`src/sv/cle_pkg.sv`:
```
// ----------------------------------------------------------------------------
// Console line editor package
// Shared types, key codes and defaults for the console line editor.
// ----------------------------------------------------------------------------
`default_nettype none

package cle_pkg;

    localparam int CLE_LINE_CAPACITY = 2048;
    localparam logic [11:0] CLE_LIMIT_RESET = 12'd2048;

    localparam logic [7:0] KEY_NEWLINE   = 8'h0A;
    localparam logic [7:0] KEY_BACKSPACE = 8'h08;
    localparam logic [7:0] KEY_RETURN    = 8'h0D;
    localparam logic [7:0] KEY_SPACE     = 8'h20;

    typedef enum logic [0:0] {
        OP_KEY  = 1'b0,
        OP_READ = 1'b1
    } cle_op_t;

    typedef enum logic [1:0] {
        ACT_NONE = 2'd0,
        ACT_ECHO = 2'd1,
        ACT_HOME = 2'd2
    } cle_action_t;

    typedef enum logic [1:0] {
        MEM_NONE  = 2'd0,
        MEM_WRITE = 2'd1,
        MEM_READ  = 2'd2
    } cle_mem_op_t;

    typedef struct packed {
        cle_op_t     operation;
        logic [7:0]  key_byte;
        logic        has_data;
        logic        is_press;
        logic [10:0] read_index;
    } cle_in_t;

    typedef struct packed {
        cle_action_t action;
        logic [7:0]  echo_byte;
        logic        line_done;
        logic [11:0] line_length;
        logic [7:0]  read_byte;
    } cle_out_t;

    // Work handed from the front to the back; the store address travels beside it.
    typedef struct packed {
        cle_mem_op_t mem_op;
        logic [7:0]  wdata;
        cle_action_t action;
        logic [7:0]  echo_byte;
        logic        line_done;
        logic [11:0] line_length;
    } cle_cmd_t;

endpackage

`default_nettype wire

```
`src/sv/cle_queue.sv`:
```
// ----------------------------------------------------------------------------
// Console line editor command queue
// Two-entry queue that lets the front and back stall independently.
// ----------------------------------------------------------------------------
`default_nettype none

module cle_queue
    import cle_pkg::*;
#(
    parameter int DATA_W = 8
)
(
    input  wire logic              clk,
    input  wire logic              rst_n,
    input  wire logic              push,
    input  wire logic [DATA_W-1:0] push_data,
    output      logic              full,
    input  wire logic              pop,
    output      logic              not_empty,
    output      logic [DATA_W-1:0] pop_data
);

    logic [DATA_W-1:0] entry_reg [2];
    logic              wr_ptr_reg;
    logic              rd_ptr_reg;
    logic [1:0]        count_reg;
    logic [1:0]        count_next;

    assign full      = (count_reg == 2'd2);
    assign not_empty = (count_reg != 2'd0);
    assign pop_data  = entry_reg[rd_ptr_reg];

    always_comb
    begin
        count_next = count_reg;
        if (push && !pop) begin
            count_next = count_reg + 2'd1;
        end else if (pop && !push) begin
            count_next = count_reg - 2'd1;
        end
    end

    always_ff @(posedge clk or negedge rst_n)
    begin
        if (!rst_n) begin
            wr_ptr_reg <= 1'b0;
            rd_ptr_reg <= 1'b0;
            count_reg  <= 2'd0;
        end else begin
            if (push) begin
                wr_ptr_reg <= !wr_ptr_reg;
            end
            if (pop) begin
                rd_ptr_reg <= !rd_ptr_reg;
            end
            count_reg <= count_next;
        end
    end

    always_ff @(posedge clk)
    begin
        if (push) begin
            entry_reg[wr_ptr_reg] <= push_data;
        end
    end

`ifndef NO_ASSERTIONS
    a_no_pop_empty: assert property (@(posedge clk) disable iff (!rst_n)
        pop |-> not_empty)
        else $error("queue popped while empty");

    a_no_push_full: assert property (@(posedge clk) disable iff (!rst_n)
        push |-> !full)
        else $error("queue pushed while full");

    a_count_bound: assert property (@(posedge clk) disable iff (!rst_n)
        count_reg != 2'd3)
        else $error("queue count out of range");
`endif

endmodule

`default_nettype wire

```
`config.mk`:
```
export PLATFORM = sky130hd
export DESIGN_NAME = cle_queue
export DESIGN_NICKNAME = d
export VERILOG_FILES = /design/src/sv/cle_pkg.sv /design/src/sv/cle_queue.sv
export SDC_FILE = /design/constraint.sdc
export NUM_CORES = 1
export LEC_CHECK = 0
export BUFFER_PORTS_ARGS = -buffer_cell sky130_fd_sc_hd__buf_2
export CAP_MARGIN = 30
export CORE_MARGIN = 3
export CORE_UTILIZATION = 50
export DETAILED_ROUTE_END_ITERATION = 6
export GPL_TIMING_DRIVEN = 0
export PLACE_DENSITY = 0.79
export SLEW_MARGIN = 20
export SYNTH_ARGS = -nofsm -noshare
export SYNTH_HDL_FRONTEND = slang
export SYNTH_SLANG_ARGS = --single-unit
```
`constraint.sdc`:
```
create_clock -name clk -period 2.5 [get_ports clk]
set_clock_uncertainty 0.15 [all_clocks]
set_input_delay 0.5 -clock clk [delete_from_list [all_inputs] [get_ports clk]]
set_output_delay 0.5 -clock clk [all_outputs]
set_load 0.02 [all_outputs]
```
* Yosys cells after proc, flatten, opt, wreduce, memory -nomap -nowiden
Memories as Yosys holds them, arrays and structs flattened.
Index checks and enable logic that the tools add are counted.
** Word-level totals
- Memories :: 1
- Output and inout bits :: 10
- RAM bits :: 16
- Flip-flop bits (word level) :: 4
** Memories
- entry_reg :: words 2, bits a word 8, read ports 1, clocked after memory_dff 0, write ports 1, RTL line cle_queue.sv:23 : logic [DATA_W-1:0] entry_reg [2];
** Cells by class
- Add/subtract/negate cells :: 2
- Mux-type cells :: 4
- Reductions and logical operators :: 8
- Equal/unequal tests :: 1
** Operator list (count)
- $logic_not A1 Y1 :: 4
- $mux W2 :: 2
- $reduce_bool A2 Y1 :: 2
- $add A2 B1 Y2 const B :: 1
- $eq A2 B2 Y1 const B :: 1
- $logic_and A1 B1 Y1 :: 2
- $mux W1 :: 2
- $sub A2 B1 Y2 const B :: 1

* Longest topological paths before layout
Gate-level depths: netlist of the first run.
- Depth after elaboration :: 4
- Gate-level depth with buffers :: 5

* Worst setup path before layout of the first run
No wires, ideal clock.
- Kind :: register -> output
- Start point :: register rd_ptr_reg
- End point :: output port pop_data[0]
- Path slack :: 1.019 ns
- Arrival :: 0.831 ns
- Path buffers :: 1
- Data required time :: 1.850 ns
- Cell stages (with the launch flop) :: 3
- Cell sequence :: dfrtp_1 buf_6 mux2_2
** On the way
- Longest elaborated chain between the ends :: 1
** Ends and longest elaborated chain
- from (decl) :: RTL line cle_queue.sv:25 : logic rd_ptr_reg;
- from (signal assigned) :: RTL line cle_queue.sv:54 : rd_ptr_reg <= !rd_ptr_reg;
- $mem_v2 Z2 W8
- to (decl) :: RTL line cle_queue.sv:20 : output logic [DATA_W-1:0] pop_data
No other way between the ends.

* Worst setup path after layout of the first run
- Start point :: register rd_ptr_reg
- End point :: output port pop_data[3]
The elaborated chain is that of the path after synthesis.

==> results.json, run 1 <==
{
  "max_freq_mhz": 514,
  "pin_count": 22,
  "cts_setup_buffers": 0,
  "endpoint_kind": "output port",
  "netlist_area_um2": 773,
  "drtPass1Iterations": 4,
  "tns_ns": 0,
  "dp_worst_setup_slack_ns": 0.715,
  "initial_core_util_pct": 55.9,
  "hp-class": "input pin to flop",
  "cts.sinks": 20,
  "grt.total_usage_pct": 13.7,
  "path_clk_slew_ns": 0.11,
  "status": "completed",
  "drive_above_1_share_pct": 53.7,
  "hold_violations": 0,
  "maxSlewViolCount": 0,
  "min_period_ns": 1.95,
  "rsz0062_at_grt": "false",
  "detailroute.via_count": 420,
  "worstPathRequired_ns": 1.85,
  "min_from": "push_data[0]",
  "r2r_start": "wr_ptr_reg",
  "grt_pass1_vias": 426,
  "ctsResizeCount": 0,
  "drtIter0Drc": 7,
  "cts_tree": "yes",
  "placedInstanceArea_um2": 897,
  "slew_headroom_pct": 52.1,
  "grt_max_degree": 12,
  "finalSetupViolCount": 0,
  "p_leak_nw": 0.390,
  "io_buffers": 21,
  "area_delta_synth_final_pct": 22.0,
  "rows": 13,
  "grt.overflow.total": 0,
  "power_density_mw_per_mm2": 1120,
  "final_area_um2": 943,
  "core_area_mm2": 0.00138,
  "cap_violations": 0,
  "worstSkewPairLatency_ns": 0.30,
  "yosys_register_bits": 20,
  "min_to": "entry_reg[1][0]",
  "htree_levels": 1,
  "cts-root-buf": "clkbuf_4",
  "synth_cell_types": 13,
  "synth.yosys.seq_area_share_pct": 75.1,
  "r2r-end": "entry_reg[0][6]",
  "dieArea_mm2": 0.00205,
  "cts_max_path_buffers": 2,
  "final_cell_mix": "buf_2 (21), edfxtp_1 (16), mux2_2 (8)",
  "antenna_cells": 0,
  "antenna_found_initial": 0,
  "drc_errors": 0,
  "critPathLaunchType": "flop",
  "fin_ws_ns": 0.554,
  "tightest_slew_ns": 0.717,
  "syn-num-nets": 54,
  "routed_wl_mm": 1.21,
  "crit_type": "flop to output port",
  "cts_buffers": 3,
  "critical_path.max_fanout": 9,
  "whs_ns": 0.233,
  "ir_drop_mv": 0.572,
  "reg2reg_depth": 1,
  "ctsHoldBuffers": 1,
  "period_share_pct": 77.8,
  "grt_first_pass_wirelength_mm": 1.92,
  "final_common_cell": "buf_2",
  "dp_hpwl_um": 897,
  "post-route-util_pct": 68.2,
  "nNetsFinal": 81,
  "rrSetupSlack_ns": 0.98,
  "dieWidth_um": 45.3,
  "die_h_um": 45.3,
  "holdPathStages": 1,
  "largest_reg_flops": 16,
  "antenna_left": 0,
  "synth_warnings": 0,
  "cp.arrival_ns": 1.30,
  "syn_avg_cell_area_um2": 18.9,
  "post_drt_wl_per_cell_um": 14.7,
  "place_congestion": 0.666,
  "synthCells": 41,
  "via_per_inst": 5.12
}
[per-layer routing]
layer | global-route usage [%] | up-vias | wire length [um]
met5 | 0 | - | 0
met4 | 7.02 | 0 | 15
met3 | 2.39 | 4 | 63
met2 | 23.7 | 17 | 642
met1 | 16.2 | 201 | 485
li1 | - | 198 | -
[worst max-delay path, stage by stage, from the launching register on]
cell	delay (ns)
dfrtp_1	0.36
buf_6	0.14
mux2_2	0.34
buf_2	0.16
[per-stage QoR]
| step | power, mW | std cells |
|---|---|---|
| global placement | 0.867 | 77 |
| CTS | 1.06 | 82 |
| global route | 1.11 | 82 |
| detailed placement | 0.882 | 77 |
| floorplan | 0.766 | 41 |
| finish | 1.05 | 82 |
[cell families (layout without fill, tap and decap cells)]
family	after synthesis	count (layout)	share of synthesized area, %
adder cells (fa/ha/maj)	1	1	1.62
AND/OR/NAND/NOR	5	5	4.05
multiplexers	8	8	11.7
buffers and inverters	2	28	1.94
XOR/XNOR	5	5	5.66
flip-flops	20	20	75.1
[Yosys cell counts]
master | n | area share (%)
and2_1 | 1 | 0.81
and2b_2 | 1 | 1.1
buf_6 | 1 | 1.5
dfrtp_1 | 4 | 13
edfxtp_1 | 16 | 62
ha_1 | 1 | 1.6
inv_1 | 1 | 0.48
mux2_2 | 8 | 12
nor2_1 | 1 | 0.48
nor2b_1 | 1 | 0.81
or2_2 | 1 | 0.81
xnor2_1 | 1 | 1.1
xor2_1 | 4 | 4.5
[layout make-up]
cell class              count  area (um2)
flip-flops and latches     20         581
fillers                   109         439
multi-input cells          19         178
repair buffers             22         115
clock buffers               4        36.3
well taps                  15        18.8
plain buffers               1        11.3
inverters                   1        3.75
[where the power goes]
part           switching, mW  internal [mW]
combinational          0.208          0.167
clock                 0.0948         0.0888
sequential            0.0408          0.453
total                  0.344          0.709
[worst max path at each step]
stage / from / to
2_1_floorplan: rd_ptr_reg / pop_data[0]
3_3_place_gp: push / entry_reg[0][0]
3_5_place_dp: push / entry_reg[0][0]
4_1_cts: rd_ptr_reg / pop_data[3]
5_1_grt: rd_ptr_reg / pop_data[3]
6_report: rd_ptr_reg / pop_data[3]
Power figures use the tool's default switching activity.
==> inputs of run 2 (changes only) <==
- CORE_UTILIZATION: 50 -> 48
- PLACE_DENSITY: 0.79 -> 0.77
- clock period: 2.5 -> 2 ns (I/O delays scaled with it)
==> results.json, run 2 (same netlist as run 1, synthesis figures left out) <==
{
  "cp_num_buf_inv": 2,
  "rows": 13,
  "p_int_mw": 0.853,
  "holdPathStages": 1,
  "critical_path.max_fanout": 9,
  "grt_pass1_vias": 408,
  "area_delta_synth_final_pct": 20.7,
  "final_cell_mix": "buf_2 (21), edfxtp_1 (16), mux2_2 (8)",
  "die_h_um": 46.1,
  "power_frac_seq_pct": 48.4,
  "drtIter0Drc": 11,
  "grt.overflow.total": 0,
  "cap_violations": 0,
  "nNetsFinal": 81,
  "final_common_cell": "buf_2",
  "worstSkewPairLatency_ns": 0.28,
  "grt.total_usage_pct": 13.0,
  "whs_ns": 0.144,
  "grt_max_degree": 12,
  "critPathLaunchType": "flop",
  "routed_wl_mm": 1.11,
  "worst-path-stages": 3,
  "pin_count": 22,
  "tightest_slew_ns": 0.727,
  "rsz0062_at_grt": "false",
  "worstPathRequired_ns": 1.45,
  "cp.arrival_ns": 1.27,
  "htree_levels": 1,
  "place_congestion": 0.670,
  "initial_core_util_pct": 55.3,
  "endpoint_kind": "output port",
  "cts_tree": "yes",
  "path_cells": "buf_6, mux2_2, buf_2",
  "p_leak_nw": 0.384,
  "ctsResizeCount": 0,
  "p_sw_mw": 0.411,
  "antenna_cells": 0,
  "dieArea_mm2": 0.00213,
  "netSwitchingFraction_pct": 32.5,
  "path_clk_slew_ns": 0.10,
  "slew_headroom_pct": 51.4,
  "drc_errors": 0,
  "via_per_inst": 4.90,
  "detailroute.via_count": 402,
  "hp-class": "input pin to flop",
  "io_buffers": 21,
  "period_share_pct": 91.1,
  "cts_buffers": 3,
  "ir_drop_mv": 0.738,
  "post_drt_wl_per_cell_um": 13.6,
  "slowest_stage": "dfrtp_1",
  "cts-root-buf": "clkbuf_4",
  "hold_violations": 0,
  "max_stage_delay_ns": 0.35,
  "post-route-util_pct": 66.7,
  "antenna_found_initial": 0,
  "finalSetupViolCount": 0,
  "cts_max_path_buffers": 2,
  "min_period_ns": 1.82,
  "cts.sinks": 20,
  "pwr-share-comb_pct": 37.0,
  "crit_type": "flop to output port",
  "p_clk_share_pct": 14.6,
  "drive_above_1_share_pct": 52.2,
  "max_freq_mhz": 549,
  "largest_reg_flops": 16,
  "status": "completed",
  "drtPass1Iterations": 2,
  "power_density_mw_per_mm2": 1350,
  "grt_first_pass_wirelength_mm": 1.81,
  "core_area_mm2": 0.00140,
  "reg2reg_depth": 1,
  "critical-path-top-delay-family": "flip-flops",
  "maxSlewViolCount": 0,
  "tns_ns": 0,
  "dieWidth_um": 46.1,
  "antenna_left": 0
}
==> run 2: final timing paths <==
kind / startpoint / to / slack [ns]
max in group asynchronous: rst_n / count_reg[1] / 1.31
setup / recovery: rd_ptr_reg / pop_data[4] / 0.18
min in group asynchronous: rst_n / rd_ptr_reg / 0.28
setup reg to reg: wr_ptr_reg / entry_reg[0][6] / 0.49
hold reg to reg: count_reg[1] / count_reg[1] / 0.34
hold / removal: push_data[0] / entry_reg[1][0] / 0.14
==> run 2: layout make-up <==
| cell class | count | area [um2] |
|---|---|---|
| Buffer | 1 | 11.3 |
| Inverter | 1 | 3.75 |
| Multi-Input combinational cell | 19 | 178 |
| Fill cell | 110 | 465 |
| Sequential cell | 20 | 581 |
| Clock buffer | 4 | 26.3 |
| Timing Repair Buffer | 22 | 115 |
| Tap cell | 15 | 18.8 |
==> run 2: power groups by stage <==
stage                     clock (mW)  combinational (mW)  sequential, mW
after CTS                      0.191               0.480           0.614
after detailed placement           0               0.478           0.623
after global placement             0               0.467           0.616
final                          0.184               0.467           0.612
after global routing           0.216               0.505           0.624
after floorplan                    0               0.348           0.610
==> run 2: repair_timing <==
| item | CTS | global route |
|---|---|---|
| hold buffers | 1 | 0 |
| endpoints found under the hold margin | 4 | 0 |
| buffers inserted | 0 | 0 |
==> run 2: through the flow <==
| stage | total power, mW | instance area, um2 | setup slack (ns) | cells |
|---|---|---|---|---|
| 6_report | 1.26 | 933 | 0.179 | 82 |
| 5_1_grt | 1.35 | 933 | 0.112 | 82 |
| 4_1_cts | 1.28 | 933 | 0.161 | 82 |
| 3_5_place_dp | 1.10 | 897 | 0.330 | 77 |
| 3_3_place_gp | 1.08 | 897 | 0.350 | 77 |
| 2_1_floorplan | 0.958 | 773 | 0.619 | 41 |
==> run 2: per-layer routing <==
layer / vias up / global-route usage, % / part of all wire (%)
li1: 203 / - / -
met5: - / 0 / 0
met1: 185 / 14.6 / 37
met3: 2 / 4.69 / 7.1
met2: 12 / 21.4 / 55
met4: 0 / 6.82 / 0.54
==> inputs of run 3 (changes only) <==
- BUFFER_PORTS_ARGS: -buffer_cell sky130_fd_sc_hd__buf_2 -> default
- CORE_UTILIZATION: 48 -> 25
- DONT_BUFFER_PORTS: default -> 1
- PLACE_DENSITY: 0.77 -> 0.4
==> results.json, run 3 (same netlist as run 1, synthesis figures left out) <==
{
  "largest_reg_flops": 16,
  "routed_wl_mm": 1.29,
  "maxSlewViolCount": 0,
  "power_density_mw_per_mm2": 1420,
  "total_power_mw": 1.20,
  "grt_max_degree": 12,
  "core_area_mm2": 0.00285,
  "path_cells": "buf_6, mux2_2",
  "crit_type": "flop to output port",
  "io_buffers": 0,
  "drtIter0Drc": 6,
  "detailroute.via_count": 339,
  "antenna_found_initial": 0,
  "antenna_left": 0,
  "grt.overflow.total": 0,
  "dieArea_mm2": 0.00380,
  "slew_headroom_pct": 50.4,
  "p_leak_nw": 0.302,
  "critical_path.max_fanout": 9,
  "drive_above_1_share_pct": 30.4,
  "ir_drop_mv": 0.511,
  "fillers": 292,
  "max_stage_delay_ns": 0.40,
  "hp-class": "input pin to flop",
  "final_area_um2": 848,
  "post-route-util_pct": 29.7,
  "dp.cells": 72,
  "worstSkewPairLatency_ns": 0.28,
  "slowest_stage": "mux2_2",
  "dieWidth_um": 61.6,
  "grt_pass1_vias": 411,
  "r2r_start": "wr_ptr_reg",
  "period_share_pct": 87.1,
  "rsz0062_at_grt": "false",
  "post_drt_wl_per_cell_um": 16.7,
  "via_per_inst": 4.40,
  "critical-path-top-delay-family": "multiplexers",
  "fin_ws_ns": 0.258,
  "tightest_slew_ns": 0.742,
  "max_freq_mhz": 574,
  "cts_max_path_buffers": 2,
  "antenna_cells": 0,
  "tns_ns": 0,
  "finalSetupViolCount": 0,
  "die_h_um": 61.6,
  "drtPass1Iterations": 2,
  "whs_ns": 0.0378,
  "placedInstanceArea_um2": 812,
  "crit_start": "rd_ptr_reg",
  "hold_violations": 0,
  "cts.sinks": 20,
  "path_clk_slew_ns": 0.10,
  "final_common_cell": "edfxtp_1",
  "reg2reg_depth": 1,
  "worst-path-stages": 2,
  "dp_worst_setup_slack_ns": 0.415,
  "cp_num_buf_inv": 1,
  "cts-root-buf": "clkbuf_4",
  "critPathLaunchType": "flop",
  "place_congestion": 0.669,
  "area_delta_synth_final_pct": 9.71,
  "r2r-end": "entry_reg[0][5]",
  "cts_buffers": 3,
  "rrSetupSlack_ns": 0.49,
  "status": "completed",
  "grt.total_usage_pct": 7.32,
  "pin_count": 22,
  "drc_errors": 0,
  "grt_first_pass_wirelength_mm": 1.87,
  "worstPathRequired_ns": 1.45,
  "min_period_ns": 1.74,
  "rows": 19,
  "finalNonFillerCells": 77,
  "htree_levels": 1,
  "endpoint_kind": "output port",
  "holdPathStages": 1,
  "cp.arrival_ns": 1.19,
  "nNetsFinal": 60,
  "cts_tree": "yes",
  "final_cell_mix": "edfxtp_1 (16), mux2_2 (8), xor2_1 (4), dfrtp_1 (4), clkbuf_4 (3)",
  "initial_core_util_pct": 27.1,
  "crit_end": "pop_data[7]",
  "cap_violations": 0
}
-- run 3: changes by cell type in the layout (fill, tap and decap cells not counted) --
cell	delta
buf_2	-21
-- run 3: routing by layer --
metal / wire (um) / vias to the layer above / part of all wire [%] / GRT usage (%)
met1: 433 / 169 / 34 / 7.22
met5: 0 / - / 0 / 0
met2: 709 / 13 / 55 / 12.4
li1: - / 157 / - / -
met3: 146 / 0 / 11 / 3.98
met4: 0 / 0 / 0 / 3.64
-- run 3: report_power, final --
group	switching, mW	internal (mW)
registers	0.0472	0.566
clock network	0.118	0.0774
logic	0.245	0.149
-- run 3: worst min path at each step --
stage                 startpoint              end  slack, ns
finish                      push       wr_ptr_reg       0.04
global route        push_data[2]  entry_reg[1][2]       0.01
global placement           rst_n     count_reg[1]      -0.05
detailed placement         rst_n       rd_ptr_reg      -0.05
floorplan                  rst_n     count_reg[0]      -0.05
CTS                 push_data[7]  entry_reg[0][7]       0.03
-- run 3: what timing repair did --
| item | CTS | global route |
|---|---|---|
| setup buffers | 0 | 0 |
| resized for setup | 0 | 0 |
| hold endpoints to repair | 4 | 0 |
| hold buffers | 1 | 0 |
-- run 3: layout make-up --
type                       count  area [um2]  share of cell area, %
tap                           31        38.8                   4.57
multi-input combinational     19         178                   20.9
clock buffer                   4        26.3                   3.10
timing repair buffer           1        10.0                   1.18
sequential                    20         581                   68.4
inverter                       1        3.75                  0.442
buffer                         1        11.3                   1.33
