### config.mk
export PLATFORM = sky130hd
export DESIGN_NAME = cle_front
export DESIGN_NICKNAME = d
export VERILOG_FILES = /design/src/sv/cle_pkg.sv /design/src/sv/cle_front.sv
export SDC_FILE = /design/constraint.sdc
export NUM_CORES = 1
export LEC_CHECK = 0
export ABC_AREA = 1
export BUFFER_PORTS_ARGS = -buffer_cell sky130_fd_sc_hd__buf_4
export CORE_UTILIZATION = 45
export CTS_CLUSTER_SIZE = 40
export DETAILED_ROUTE_END_ITERATION = 6
export GPL_TIMING_DRIVEN = 0
export PLACE_DENSITY_LB_ADDON = 0.25
export SLEW_MARGIN = 0
export SYNTH_ARGS = -nofsm -noshare
export SYNTH_HDL_FRONTEND = slang
export SYNTH_SLANG_ARGS = --single-unit
### constraint.sdc
create_clock -name clk -period 7.5 [get_ports clk]
set_clock_uncertainty 0.15 [all_clocks]
set_input_delay 0.75 -clock clk [delete_from_list [all_inputs] [get_ports clk]]
set_output_delay 0.75 -clock clk [all_outputs]
set_load 0.005 [all_outputs]
### src/sv/cle_pkg.sv
// ----------------------------------------------------------------------------
// Console line editor package
// Shared types, key codes and defaults for the console line editor.
// ----------------------------------------------------------------------------
`default_nettype none

package cle_pkg;

    localparam int CLE_LINE_CAPACITY = 2048;
    localparam logic [11:0] CLE_LIMIT_RESET = 12'd2048;

    localparam logic [7:0] KEY_NEWLINE   = 8'h0A;
    localparam logic [7:0] KEY_BACKSPACE = 8'h08;
    localparam logic [7:0] KEY_RETURN    = 8'h0D;
    localparam logic [7:0] KEY_SPACE     = 8'h20;

    typedef enum logic [0:0] {
        OP_KEY  = 1'b0,
        OP_READ = 1'b1
    } cle_op_t;

    typedef enum logic [1:0] {
        ACT_NONE = 2'd0,
        ACT_ECHO = 2'd1,
        ACT_HOME = 2'd2
    } cle_action_t;

    typedef enum logic [1:0] {
        MEM_NONE  = 2'd0,
        MEM_WRITE = 2'd1,
        MEM_READ  = 2'd2
    } cle_mem_op_t;

    typedef struct packed {
        cle_op_t     operation;
        logic [7:0]  key_byte;
        logic        has_data;
        logic        is_press;
        logic [10:0] read_index;
    } cle_in_t;

    typedef struct packed {
        cle_action_t action;
        logic [7:0]  echo_byte;
        logic        line_done;
        logic [11:0] line_length;
        logic [7:0]  read_byte;
    } cle_out_t;

    // Work handed from the front to the back; the store address travels beside it.
    typedef struct packed {
        cle_mem_op_t mem_op;
        logic [7:0]  wdata;
        cle_action_t action;
        logic [7:0]  echo_byte;
        logic        line_done;
        logic [11:0] line_length;
    } cle_cmd_t;

endpackage

`default_nettype wire

### src/sv/cle_front.sv
// ----------------------------------------------------------------------------
// Console line editor front end
// Accepts requests, keeps the edit position and line state, and issues one
// store command with its result fields for every request.
// ----------------------------------------------------------------------------
`default_nettype none

module cle_front
    import cle_pkg::*;
#(
    parameter int LINE_CAPACITY = CLE_LINE_CAPACITY,
    localparam int AW = $clog2(LINE_CAPACITY)
)
(
    input  wire logic          clk,
    input  wire logic          rst_n,
    input  wire logic          in_valid,
    output      logic          in_stall,
    input  wire cle_in_t       in_data,
    input  wire logic          cfg_we,
    input  wire logic [11:0]   cfg_wdata,
    output      logic          cmd_valid,
    input  wire logic          cmd_full,
    output      cle_cmd_t      cmd,
    output      logic [AW-1:0] cmd_addr
);

    localparam int PW = AW + 1;
    localparam int CW = (PW > 12) ? PW : 12;
    localparam logic [CW-1:0] CAP_C = CW'(LINE_CAPACITY);

    logic [11:0]   line_limit_reg;
    logic [PW-1:0] edit_pos_reg;
    logic [PW-1:0] edit_pos_next;
    logic [PW-1:0] high_water_reg;
    logic [PW-1:0] high_water_next;
    logic          finished_reg;
    logic          finished_next;

    logic          accept;
    logic          counted;
    logic [PW-1:0] pos0;
    logic [PW-1:0] hw0;
    logic [PW-1:0] pos_inc;
    logic [PW-1:0] pos_dec;
    logic [PW-1:0] hw_inc;
    logic [CW-1:0] lim_ext;
    logic [CW-1:0] lim_eff;
    logic [CW-1:0] hw0_ext;
    logic [CW-1:0] pos0_ext;
    logic [CW-1:0] hw_inc_ext;
    logic [CW-1:0] ridx_ext;
    logic          room;

    assign in_stall  = cmd_full;
    assign accept    = in_valid && !cmd_full;
    assign cmd_valid = accept;
    assign counted   = (in_data.operation == OP_KEY) && in_data.has_data && in_data.is_press;

    // A counted key after a completed line starts over from an empty line.
    assign pos0     = finished_reg ? '0 : edit_pos_reg;
    assign hw0      = finished_reg ? '0 : high_water_reg;
    assign pos_inc  = pos0 + PW'(1);
    assign pos_dec  = pos0 - PW'(1);
    assign hw_inc   = (pos_inc > hw0) ? pos_inc : hw0;

    assign lim_ext    = CW'(line_limit_reg);
    assign lim_eff    = (lim_ext > CAP_C) ? CAP_C : lim_ext;
    assign hw0_ext    = CW'(hw0);
    assign pos0_ext   = CW'(pos0);
    assign hw_inc_ext = CW'(hw_inc);
    assign ridx_ext   = CW'(in_data.read_index);
    assign room       = pos0_ext < CAP_C;

    always_comb
    begin
        edit_pos_next   = edit_pos_reg;
        high_water_next = high_water_reg;
        finished_next   = finished_reg;
        cmd             = '0;
        cmd.mem_op      = MEM_NONE;
        cmd.action      = ACT_NONE;
        cmd_addr        = pos0[AW-1:0];

        if (in_data.operation == OP_READ) begin
            cmd_addr = ridx_ext[AW-1:0];
            if (ridx_ext < CAP_C) begin
                cmd.mem_op = MEM_READ;
            end
        end else if (counted) begin
            edit_pos_next   = pos0;
            high_water_next = hw0;
            finished_next   = 1'b0;
            if ((in_data.key_byte == KEY_NEWLINE) || (hw0_ext >= lim_eff)) begin
                cmd.line_done   = 1'b1;
                cmd.line_length = hw0_ext[11:0];
                finished_next   = 1'b1;
                if ((in_data.key_byte == KEY_NEWLINE) && (hw0_ext < lim_eff) && room) begin
                    cmd.mem_op      = MEM_WRITE;
                    cmd.wdata       = KEY_NEWLINE;
                    cmd.action      = ACT_ECHO;
                    cmd.echo_byte   = KEY_NEWLINE;
                    cmd.line_length = hw_inc_ext[11:0];
                    edit_pos_next   = pos_inc;
                    high_water_next = hw_inc;
                end
            end else if (in_data.key_byte == KEY_BACKSPACE) begin
                if (pos0 != '0) begin
                    cmd.mem_op    = MEM_WRITE;
                    cmd.wdata     = KEY_SPACE;
                    cmd.action    = ACT_ECHO;
                    cmd.echo_byte = KEY_BACKSPACE;
                    cmd_addr      = pos_dec[AW-1:0];
                    edit_pos_next = pos_dec;
                end
            end else if (in_data.key_byte == KEY_RETURN) begin
                cmd.action    = ACT_HOME;
                edit_pos_next = '0;
            end else if (room) begin
                cmd.mem_op      = MEM_WRITE;
                cmd.wdata       = in_data.key_byte;
                cmd.action      = ACT_ECHO;
                cmd.echo_byte   = in_data.key_byte;
                edit_pos_next   = pos_inc;
                high_water_next = hw_inc;
            end
        end
    end

    always_ff @(posedge clk or negedge rst_n)
    begin
        if (!rst_n) begin
            line_limit_reg <= CLE_LIMIT_RESET;
            edit_pos_reg   <= '0;
            high_water_reg <= '0;
            finished_reg   <= 1'b0;
        end else begin
            if (cfg_we) begin
                line_limit_reg <= cfg_wdata;
            end
            if (accept) begin
                edit_pos_reg   <= edit_pos_next;
                high_water_reg <= high_water_next;
                finished_reg   <= finished_next;
            end
        end
    end

`ifndef NO_ASSERTIONS
    a_pos_in_range: assert property (@(posedge clk) disable iff (!rst_n)
        CW'(edit_pos_reg) <= CAP_C)
        else $error("edit position beyond line capacity");

    a_hw_covers_pos: assert property (@(posedge clk) disable iff (!rst_n)
        accept && counted && (cmd.action == ACT_ECHO) && (cmd.wdata != KEY_SPACE)
        |=> (high_water_reg >= edit_pos_reg))
        else $error("high-water length fell below the edit position");
`endif

endmodule

`default_nettype wire

# Yosys cells after proc, flatten, opt, wreduce, memory -nomap -nowiden
# Index checks and enable logic that the tools add are counted.
[totals] reg_bits=37 output_inout_bits=46
[classes] add_sub_neg=2 n_lt_le_gt_ge=6 eq_ne=3 muxes=34 bitwise=1 n_reduce_logical=9
[ops] operator="$mux 12" count=15
[ops] operator="$mux 19" count=3
[ops] operator="$mux 11" count=5
[ops] operator="$mux 20" count=2
[ops] operator="$mux 33" count=1
[ops] operator="$mux 31" count=1
[ops] operator="$eq 8x4->1 const B" count=3
[ops] operator="$mux 13" count=1
[ops] operator="$add 12x1->12 const B" count=1
[ops] operator="$ge 12x12->1" count=1
[ops] operator="$gt 12x12->1" count=1
[ops] operator="$gt 12x12->1 const B" count=1
[ops] operator="$lt 11x12->1 const B" count=1
[ops] operator="$lt 12x12->1" count=1
[ops] operator="$lt 12x12->1 const B" count=1
[ops] operator="$reduce_bool 12->1" count=1
[ops] operator="$sub 12x1->12 const B" count=1
[ops] operator="$mux 9" count=1
[ops] operator="$mux 8" count=1
[ops] operator="$mux 2" count=3
[ops] operator="$logic_and 1x1->1" count=5
[ops] operator="$reduce_and 3->1" count=1
[ops] operator="$logic_not 1->1" count=1
[ops] operator="$logic_or 1x1->1" count=1
[ops] operator="other kinds (2)" count=2

# Depth between registers and ports, before layout
# Gate-level depths: netlist of the first run.
[depth] ltp_word=9 mapped_depth=25

# Worst setup path after synthesis of the first run
# Ideal clock, no wire load.
[synth_path] path_kind="reg2out" startpoint="reg finished_reg" endpoint="out cmd[0] in the netlist's numbering" t_arrival_ns=2.823 required_ns=6.600 slack_ns=3.777 path_stages_with_launch=22 cell_sequence="dfrtp_1 > inv_2 > buf_4 > nand2_2 > inv_1 > ha_1 > nand3_4 > nor2_4 > nand3_1 > nand2_1 > nand2_1 > ha_1 > nand2_1 > nor2_1 > and2_1 > nand2_1 > nand3_2 > nand2_1 > buf_2 > nand2_1 > nand3_1 > a21oi_1"
[synth_rtl] element="from (decl)" line="cle_front.sv:37" text="logic finished_reg;"
[synth_rtl] element="from (signal assigned)" line="cle_front.sv:144" text="finished_reg <= finished_next;"
[synth_rtl] element="to (decl)" line="cle_front.sv:24" text="output cle_cmd_t cmd,"

==> results of run 1 <==
## Yosys cell counts (5+ instances only)
cell type | count | share of area
a21oi_1 | 42 | 0.042
buf_2 | 12 | 0.012
buf_4 | 15 | 0.023
clkbuf_1 | 8 | 0.0060
clkinv_1 | 6 | 0.0045
dfrtp_1 | 36 | 0.18
ha_1 | 27 | 0.068
inv_1 | 94 | 0.071
inv_2 | 9 | 0.0068
nand2_1 | 267 | 0.20
nand2_2 | 8 | 0.010
nand2_4 | 6 | 0.014
nand3_1 | 117 | 0.12
nand4_1 | 12 | 0.015
nor2_1 | 106 | 0.080
nor2_2 | 8 | 0.010
nor2_4 | 5 | 0.011
o21ai_0 | 31 | 0.031
## through the flow
step / cells / setup slack (ps)
after global routing: 1081 / 2150
after floorplan: 853 / 3780
after CTS: 1081 / 2460
after detailed placement: 1073 / 2820
final: 1081 / 2410
after global placement: 1073 / 2800
## per-layer routing
layer,vias to the layer above,track usage,part of all wire
li1,2902,-,-
met1,2585,0.358,0.43
met2,218,0.493,0.47
met3,43,0.0377,0.066
met4,0,0.117,0.032
met5,-,0,0
## cells by family (layout without fill, tap and decap cells)
logic type,count (synthesis),count (layout),synth area share
simple gates,551,551,0.510
buf+inv,146,238,0.129
compound gates,85,85,0.0912
flops,37,37,0.187
fa+ha+maj,27,27,0.0680
xor+xnor,5,5,0.0103
mux,2,2,0.00453
## worst max-delay path by stage
| stage | startpoint | end | slack (ps) | depth (start not counted) |
|---|---|---|---|---|
| 2_1_floorplan | finished_reg | cmd[0] | 3780 | 21 |
| 3_3_place_gp | finished_reg | cmd[6] | 2800 | 22 |
| 3_5_place_dp | finished_reg | cmd[6] | 2820 | 22 |
| 4_1_cts | finished_reg | cmd[6] | 2460 | 22 |
| 5_1_grt | finished_reg | cmd[6] | 2150 | 22 |
| 6_report | finished_reg | cmd[6] | 2410 | 22 |
## worst register-to-register path: cells and delay by family, from the launching register on
family / cells / cell delay [ps]
DFF: 1 / 450
and+or+nand+nor: 16 / 1980
adders and majority gates: 2 / 580
buffers and inverters: 4 / 900
## power groups by stage
stage,Combinational (mW),Clock (mW),Sequential (mW)
2_1_floorplan,1.24,0,0.317
3_5_place_dp,1.64,0,0.333
4_1_cts,1.65,0.151,0.329
3_3_place_gp,1.63,0,0.331
6_report,1.66,0.148,0.330
5_1_grt,1.88,0.158,0.339
## layout make-up
cell class	instances	area share
Buffer	37	0.0400
Clock buffer	7	0.0130
Clock inverter	1	0.00128
Inverter	109	0.0699
Multi-Input combinational cell	670	0.581
Sequential cell	37	0.158
Tap cell	136	0.0291
Timing Repair Buffer	84	0.108
==> results.py, run 1 <==
metrics = {
    "floorplan": {
        "fp-row-count": 37,
        "die_w_um": 107,
        "coreArea_mm2": 0.0105,
        "start_util": 0.473,
        "dieArea_mm2": 0.0115,
        "ios": 85,
        "fp.dieH_um": 107,
    },
    "critical_path": {
        "critical_path.top_delay_family": "simple AND/OR/NAND/NOR gates",
        "slowest_delay_ps": 450,
        "r2r_slack_ps": 3350,
        "crit_path_frequent_cell": "nand2_1",
        "reg2reg_from": "finished_reg",
        "path_class": "flip-flop to output port",
        "slowest_stage": "dfrtp_1",
        "r2r_cells": 22,
        "rr_endpoint": "high_water_reg[5]",
        "crit_arrival_ps": 4190,
        "crit_chain": "inv_2 > buf_4 > nand2_2 > inv_1 > ha_1 > nand3_4 > nor2_4 > nand3_1 > nand2_1 > nand2_1 > ha_1 > nand2_1 > nor2_1 > and2_1 > nand2_1 > nand3_2 > nand2_1 > buf_2 > nand2_1 > nand3_1 > a21oi_1 > buf_4",
        "critPathBufInv": 5,
        "crit_fanout": 10,
        "cp-start-kind": "flip-flop",
        "cp-end-kind": "output port",
        "crit_required_ps": 6600,
    },
    "power_and_ir_drop": {
        "p_int_uw": 890,
        "pwr-share-clk": 0.069,
        "p_sw_mw": 1.25,
        "combPwrFrac": 0.777,
        "power_density_mw_per_mm2": 366,
        "seqPwrFrac": 0.154,
        "max-vdd-ir-drop_v": 0.000141,
        "p_leak_nw": 3.34,
        "swShare": 0.584,
        "p_total_mw": 2.14,
    },
    "routing": {
        "antenna_left": 0,
        "first_pass_iters": 7,
        "remaining_drc_errors": 0,
        "via_per_inst": 5.32,
        "wire_per_inst_um": 14.4,
        "via_count": 5748,
        "wirelength_um": 15600,
        "drtIter0Drc": 347,
    },
    "sta": {
        "finalCritPeriodShare": 0.679,
        "slew_viol_final": 0,
        "rsz0062_at_grt": "no",
        "holdWs_ps": 267,
        "finalSetupViolations": 0,
        "fin_tns_setup_ps": 0,
        "fmaxAchievable_ghz": 0.196,
        "hold_viol_final": 0,
        "maxSlewHeadroom": 0.594,
        "tightest_slew_ps": 609,
        "fin_crit_ps": 5090,
    },
    "final_layout": {
        "final_cell_mix": "nand2_1 (267), nand3_1 (117), nor2_1 (106)",
        "final_nets": 1010,
        "multi_input_area_mm2": 0.00340,
        "syn2layout_area_growth_pct": 17.8,
        "layout-drive-gt1-share": 0.188,
        "diodes": 0,
        "regArea_um2": 927,
        "final_area_mm2": 0.00585,
        "post-route-util": 0.557,
        "num-fill-cells": 1133,
        "final_common_cell": "nand2_1",
    },
    "clocking": {
        "cts_max_path_buffers": 2,
        "path_clk_slew_ps": 90,
        "htreeDepth": 2,
        "numClockSinks": 37,
        "cts_made_buffers": 5,
        "ctsHoldBuffers": 0,
        "root_buffer": "clkbuf_8",
        "post_cts_resize_count": 0,
        "clk_latency_ps": 300,
        "post-cts-setup-buffers": 0,
        "cts_tree": "yes",
    },
    "yosys": {
        "synth.avg_cell_area_um2": 5.82,
        "syn_nets": 919,
        "postSynthCellCount": 853,
        "synth-seq-cells": 37,
        "netlist_area_mm2": 0.00497,
        "synth_flop_cell": "dfrtp_1",
        "synth_edf_count": 0,
        "seq_area_frac_synth": 0.187,
        "synthArstFlopShare": 1.00,
        "yosysWarnings": 0,
        "yosysUniqueCellTypes": 41,
    },
    "job": {
        "cap_violations": 0,
    },
    "global_route": {
        "grt_pass1_vias": 5239,
        "grt_pass1_wl_um": 25700,
        "antenna_found_initial": 0,
        "track_usage": 0.286,
        "grt_max_degree": 38,
        "grt_overflow": 0,
    },
    "placement": {
        "place_area_mm2": 0.00577,
        "io_buffers": 84,
        "dp_hpwl_um": 12300,
        "gp_congestion": 0.944,
    },
    "status": {
        "status": "finished clean",
    },
    "hold_path": {
        "min_path_type": "input port to asynchronous set/reset pin",
    },
}
No activity file was read; power rests on OpenSTA's default activity.
==> inputs of run 2 (changes only) <==
clock period = 4.3 ns   (was 7.5 ns; I/O delays follow)
==> results.py, run 2 (same netlist as run 1, synthesis figures left out) <==
metrics = {
    "floorplan": {
        "start_util": 0.473,
        "ios": 85,
        "fp-row-count": 37,
        "dieArea_mm2": 0.0115,
        "coreArea_mm2": 0.0105,
        "die_w_um": 107,
        "fp.dieH_um": 107,
    },
    "critical_path": {
        "crit_required_ps": 3720,
        "crit_chain": "inv_4 > buf_12 > nand2_2 > nor2_2 > nand3_2 > nand3b_1 > ha_1 > ha_1 > nand2_1 > nor2_2 > and2_4 > nand2_1 > nand3_4 > nand2_2 > buf_4 > nand2_1 > nand3_2 > a21oi_2 > buf_4",
        "cp-end-kind": "output port",
        "crit_fanout": 10,
        "crit_arrival_ps": 3570,
        "reg2reg_from": "finished_reg",
        "rr_endpoint": "high_water_reg[5]",
        "crit_cells": 19,
        "slowest_delay_ps": 420,
        "r2r_cells": 19,
        "critPathBufInv": 4,
        "path_class": "flip-flop to output port",
        "cp-endpoint": "cmd[6]",
        "slowest_stage": "dfrtp_1",
        "r2r_slack_ps": 770,
        "cp-start-kind": "flip-flop",
        "startpoint": "finished_reg",
        "crit_path_frequent_cell": "nand2_1",
        "critical_path.top_delay_family": "simple AND/OR/NAND/NOR gates",
    },
    "final_layout": {
        "diodes": 0,
        "syn2layout_area_growth_pct": 21.8,
        "final_nets": 1019,
        "fin_cells": 1090,
        "final_common_cell": "nand2_1",
        "num-fill-cells": 1118,
        "final_area_mm2": 0.00605,
        "multi_input_area_mm2": 0.00348,
        "layout-drive-gt1-share": 0.213,
        "final_cell_mix": "nand2_1 (264), nand3_1 (115), buf_4 (106)",
        "post-route-util": 0.576,
        "regArea_um2": 927,
    },
    "sta": {
        "tightest_slew_ps": 718,
        "finalSetupViolations": 0,
        "holdWs_ps": 181,
        "fin_crit_ps": 4150,
        "fmaxAchievable_ghz": 0.241,
        "setup_ws_ps": 150,
        "finalCritPeriodShare": 0.965,
        "hold_viol_final": 0,
        "fin_tns_setup_ps": 0,
        "maxSlewHeadroom": 0.521,
        "slew_viol_final": 0,
    },
    "placement": {
        "gp_congestion": 0.944,
        "dp_hpwl_um": 12300,
        "dp_slack_ps": -59.6,
        "io_buffers": 84,
        "place_area_mm2": 0.00577,
        "placed_cells": 1073,
    },
    "routing": {
        "via_per_inst": 5.34,
        "drtIter0Drc": 364,
        "via_count": 5824,
        "route.met3.wl_um": 1120,
        "dr.max_layer_used": "met4",
        "wire_per_inst_um": 14.7,
        "antenna_left": 0,
        "first_pass_iters": 5,
        "wirelength_um": 16000,
        "remaining_drc_errors": 0,
        "wl_met1_um": 6770,
        "route.met2.wl_um": 7650,
    },
    "power_and_ir_drop": {
        "combPwrFrac": 0.787,
        "swShare": 0.579,
        "pwr-share-clk": 0.066,
        "p_sw_mw": 2.28,
        "power_density_mw_per_mm2": 650,
        "p_int_mw": 1.65,
        "p_total_mw": 3.93,
        "seqPwrFrac": 0.147,
        "max-vdd-ir-drop_v": 0.000250,
        "p_leak_nw": 3.40,
    },
    "clocking": {
        "root_buffer": "clkbuf_8",
        "path_clk_slew_ps": 90,
        "clk_latency_ps": 310,
        "cts_max_path_buffers": 2,
        "cts_made_buffers": 5,
        "htreeDepth": 2,
        "cts_tree": "yes",
        "numClockSinks": 37,
    },
    "job": {
        "cap_violations": 0,
    },
    "global_route": {
        "track_usage": 0.287,
        "grt_pass1_wl_um": 25800,
        "grt_overflow": 0,
        "antenna_found_initial": 0,
        "grt_max_degree": 38,
        "grt_pass1_vias": 5254,
    },
    "status": {
        "status": "finished clean",
    },
    "hold_path": {
        "min_path_type": "input port to flip-flop",
    },
}
==> run 2: changes by cell type in the layout (fill, tap and decap cells not counted), sizes merged <==
| cell | change |
|---|---|
| buf | +7 |
| clkbuf | +1 |
| clkinvlp | +1 |
| dlygate4sd3 | +1 |
| inv | -1 |
==> run 2: worst min-delay path by stage <==
| stage | startpoint | endpoint | slack [ps] | cells past startpoint |
|---|---|---|---|---|
| after global routing | cfg_wdata[1] | lim_ext[1] | 190 | 3 |
| after detailed placement | rst_n | lim_ext[0] | 290 | 1 |
| after global placement | rst_n | lim_ext[0] | 290 | 1 |
| final | cfg_wdata[10] | lim_ext[10] | 180 | 3 |
| after floorplan | rst_n | edit_pos_reg[0] | -20 | 0 |
| after CTS | cfg_wdata[10] | lim_ext[10] | 180 | 3 |
==> run 2: metal layers <==
| metal | vias up | global-route usage |
|---|---|---|
| li1 | 2912 | - |
| met1 | 2631 | 0.363 |
| met2 | 241 | 0.495 |
| met3 | 40 | 0.0359 |
| met4 | 0 | 0.115 |
| met5 | - | 0 |
==> run 2: power groups by stage <==
stage	Sequential (mW)	Combinational (mW)	Clock, mW
4_1_cts	0.572	2.93	0.264
3_3_place_gp	0.577	2.84	0
5_1_grt	0.595	3.46	0.275
3_5_place_dp	0.581	2.86	0
2_1_floorplan	0.553	2.16	0
6_report	0.578	3.09	0.258
==> run 2: final cells by class <==
type,instances,area share
clock inverter,1,0.00124
clock buffer,7,0.0126
inverter,109,0.0686
timing repair buffer,93,0.119
buffer,37,0.0418
tap,136,0.0281
multi-input combinational,670,0.576
sequential,37,0.153
==> run 2: repair_timing <==
action,in CTS,in global routing
setup buffers,2,5
gates cloned,0,1
pin swaps,0,3
resized for setup,8,21
hold buffers,1,0
endpoints found under the setup margin,12,24
endpoints found under the hold margin,36,0
==> run 2: worst register-to-register path: stages (launching register included) <==
cell and delay [ps]:
dfrtp_1 420, inv_4 110, buf_12 140, nand2_2 150, nor2_2 160, nand3_2 100
nand3b_1 180, ha_1 340, ha_1 310, nand2_1 80, nor2_2 130, and2_4 170
nand4_2 150, clkbuf_1 290, nand3_1 150, nand3_1 80, nand2_1 70, clkinv_1 60
nor2_1 120, nor2_1 50
==> inputs of run 3 (changes only) <==
BUFFER_PORTS_ARGS = -buffer_cell sky130_fd_sc_hd__clkbuf_2   (was -buffer_cell sky130_fd_sc_hd__buf_4)
clock period = 4.4 ns   (was 4.3 ns; I/O delays follow)
==> results.py, run 3 (same netlist as run 1, synthesis figures left out) <==
metrics = {
    "status": {
        "status": "finished clean",
    },
    "routing": {
        "remaining_drc_errors": 0,
        "via_count": 5740,
        "first_pass_iters": 6,
        "antenna_left": 0,
        "wire_per_inst_um": 14.3,
        "via_per_inst": 5.28,
        "wirelength_um": 15600,
        "drtIter0Drc": 358,
    },
    "final_layout": {
        "multi_input_area_mm2": 0.00347,
        "diodes": 0,
        "final_nets": 1017,
        "syn2layout_area_growth_pct": 17.2,
        "final_cell_mix": "nand2_1 (265), nand3_1 (117), nor2_1 (104)",
        "num-fill-cells": 1115,
        "final_common_cell": "nand2_1",
        "layout-drive-gt1-share": 0.210,
        "regArea_um2": 927,
    },
    "sta": {
        "hold_viol_final": 0,
        "tightest_slew_ps": 1040,
        "maxSlewHeadroom": 0.304,
        "holdWs_ps": 159,
        "slew_viol_final": 0,
        "finalCritPeriodShare": 0.952,
        "fin_crit_ps": 4190,
        "fmaxAchievable_ghz": 0.239,
        "fin_tns_setup_ps": 0,
        "finalSetupViolations": 0,
    },
    "critical_path": {
        "crit_arrival_ps": 3600,
        "slowest_stage": "dfrtp_1",
        "cp-end-kind": "output port",
        "path_class": "flip-flop to output port",
        "reg2reg_from": "finished_reg",
        "critPathBufInv": 4,
        "r2r_slack_ps": 880,
        "crit_fanout": 10,
        "slowest_delay_ps": 400,
        "critical_path.top_delay_family": "simple AND/OR/NAND/NOR gates",
        "crit_required_ps": 3810,
        "crit_chain": "inv_2 > buf_12 > nand2_2 > nor2_2 > nand3_2 > nand3b_1 > ha_1 > ha_1 > nand2_1 > nor2_2 > and2_4 > nand4_2 > buf_2 > nand3_1 > nand3_1 > a21oi_2 > clkbuf_2",
        "startpoint": "finished_reg",
        "cp-start-kind": "flip-flop",
    },
    "global_route": {
        "grt_pass1_vias": 5144,
        "track_usage": 0.280,
        "grt_max_degree": 38,
        "grt_overflow": 0,
        "antenna_found_initial": 0,
        "grt_pass1_wl_um": 25000,
    },
    "clocking": {
        "cts_made_buffers": 5,
        "htreeDepth": 2,
        "cts_tree": "yes",
        "cts_max_path_buffers": 2,
        "root_buffer": "clkbuf_8",
        "numClockSinks": 37,
        "ctsHoldBuffers": 0,
        "clk_latency_ps": 300,
        "path_clk_slew_ps": 80,
    },
    "placement": {
        "gp_congestion": 0.947,
        "io_buffers": 84,
        "dp_hpwl_um": 12200,
    },
    "floorplan": {
        "ios": 85,
        "start_util": 0.473,
        "fp.dieH_um": 107,
        "fp-row-count": 37,
        "coreArea_mm2": 0.0105,
        "dieArea_mm2": 0.0115,
        "die_w_um": 107,
    },
    "power_and_ir_drop": {
        "combPwrFrac": 0.767,
        "p_leak_nw": 3.34,
        "max-vdd-ir-drop_v": 0.000246,
        "swShare": 0.574,
        "p_int_mw": 1.63,
        "seqPwrFrac": 0.148,
        "p_sw_mw": 2.20,
        "power_density_mw_per_mm2": 658,
        "pwr-share-clk": 0.085,
    },
    "job": {
        "cap_violations": 0,
    },
    "hold_path": {
        "min_path_type": "input port to asynchronous set/reset pin",
    },
}
[run 3: area by class of cell]
cell class                 instances  share of cell area
buffer                            37              0.0430
clock buffer                       7              0.0148
clock inverter                     1             0.00516
inverter                         109              0.0709
multi-input combinational        670               0.596
sequential                        37               0.159
tap                              136              0.0292
timing repair buffer              91              0.0812
[run 3: final timing paths]
kind                                            to  cells after the start
worst max-delay path                        cmd[3]                     17
worst min-delay path                    lim_ext[0]                      1
worst max register to register   high_water_reg[3]                     19
worst min register to register  high_water_reg[10]                      2
max in group asynchronous          edit_pos_reg[8]                      1
min in group clk                       lim_ext[11]                      3
[run 3: what timing repair did]
| item | in CTS | in global routing |
|---|---|---|
| setup endpoints to repair | 12 | 18 |
| resized for setup | 4 | 22 |
| cloned | 0 | 0 |
| setup buffers | 4 | 3 |
| pin swaps | 0 | 3 |
[run 3: power groups by stage]
| stage | clock network (mW) | registers (mW) | logic, mW |
|---|---|---|---|
| 2_1_floorplan | 0 | 0.541 | 2.11 |
| 3_3_place_gp | 0 | 0.568 | 2.74 |
| 3_5_place_dp | 0 | 0.570 | 2.76 |
| 4_1_cts | 0.328 | 0.561 | 2.82 |
| 5_1_grt | 0.333 | 0.582 | 3.29 |
| 6_report | 0.327 | 0.566 | 2.94 |
[run 3: stage by stage]
stage          cells  setup WS, ps  power (mW)   util  instance area, um2
2_1_floorplan    853           987        2.65      -                4970
3_3_place_gp    1073         -4.12        3.31  0.529                5560
3_5_place_dp    1073         -7.90        3.33  0.529                5560
4_1_cts         1085          36.1        3.71  0.544                5720
5_1_grt         1088         -4.56        4.20  0.554                5820
6_report        1088           212        3.83  0.554                5820
[run 3: metal layers]
metal,vias to the layer above,track usage,wire length (um)
met3,35,0.0249,1230
met4,0,0.105,451
met5,-,0,0
li1,2905,-,-
met2,264,0.489,7350
met1,2536,0.356,6570
[run 3: worst register-to-register path, cell delays in order, from the launching register on]
cell and delay (ps):
dfrtp_1 400, inv_2 130, buf_12 160, nand2_2 150
nor2_2 160, nand3_2 100, nand3b_1 190, ha_1 350
ha_1 320, nand2_1 90, nor2_2 120, and2_4 160
nand2_1 100, nand3_4 100, buf_2 210, nand3_1 130
nand3_1 160, nand3_1 80, nor2_1 110, nor2_1 50
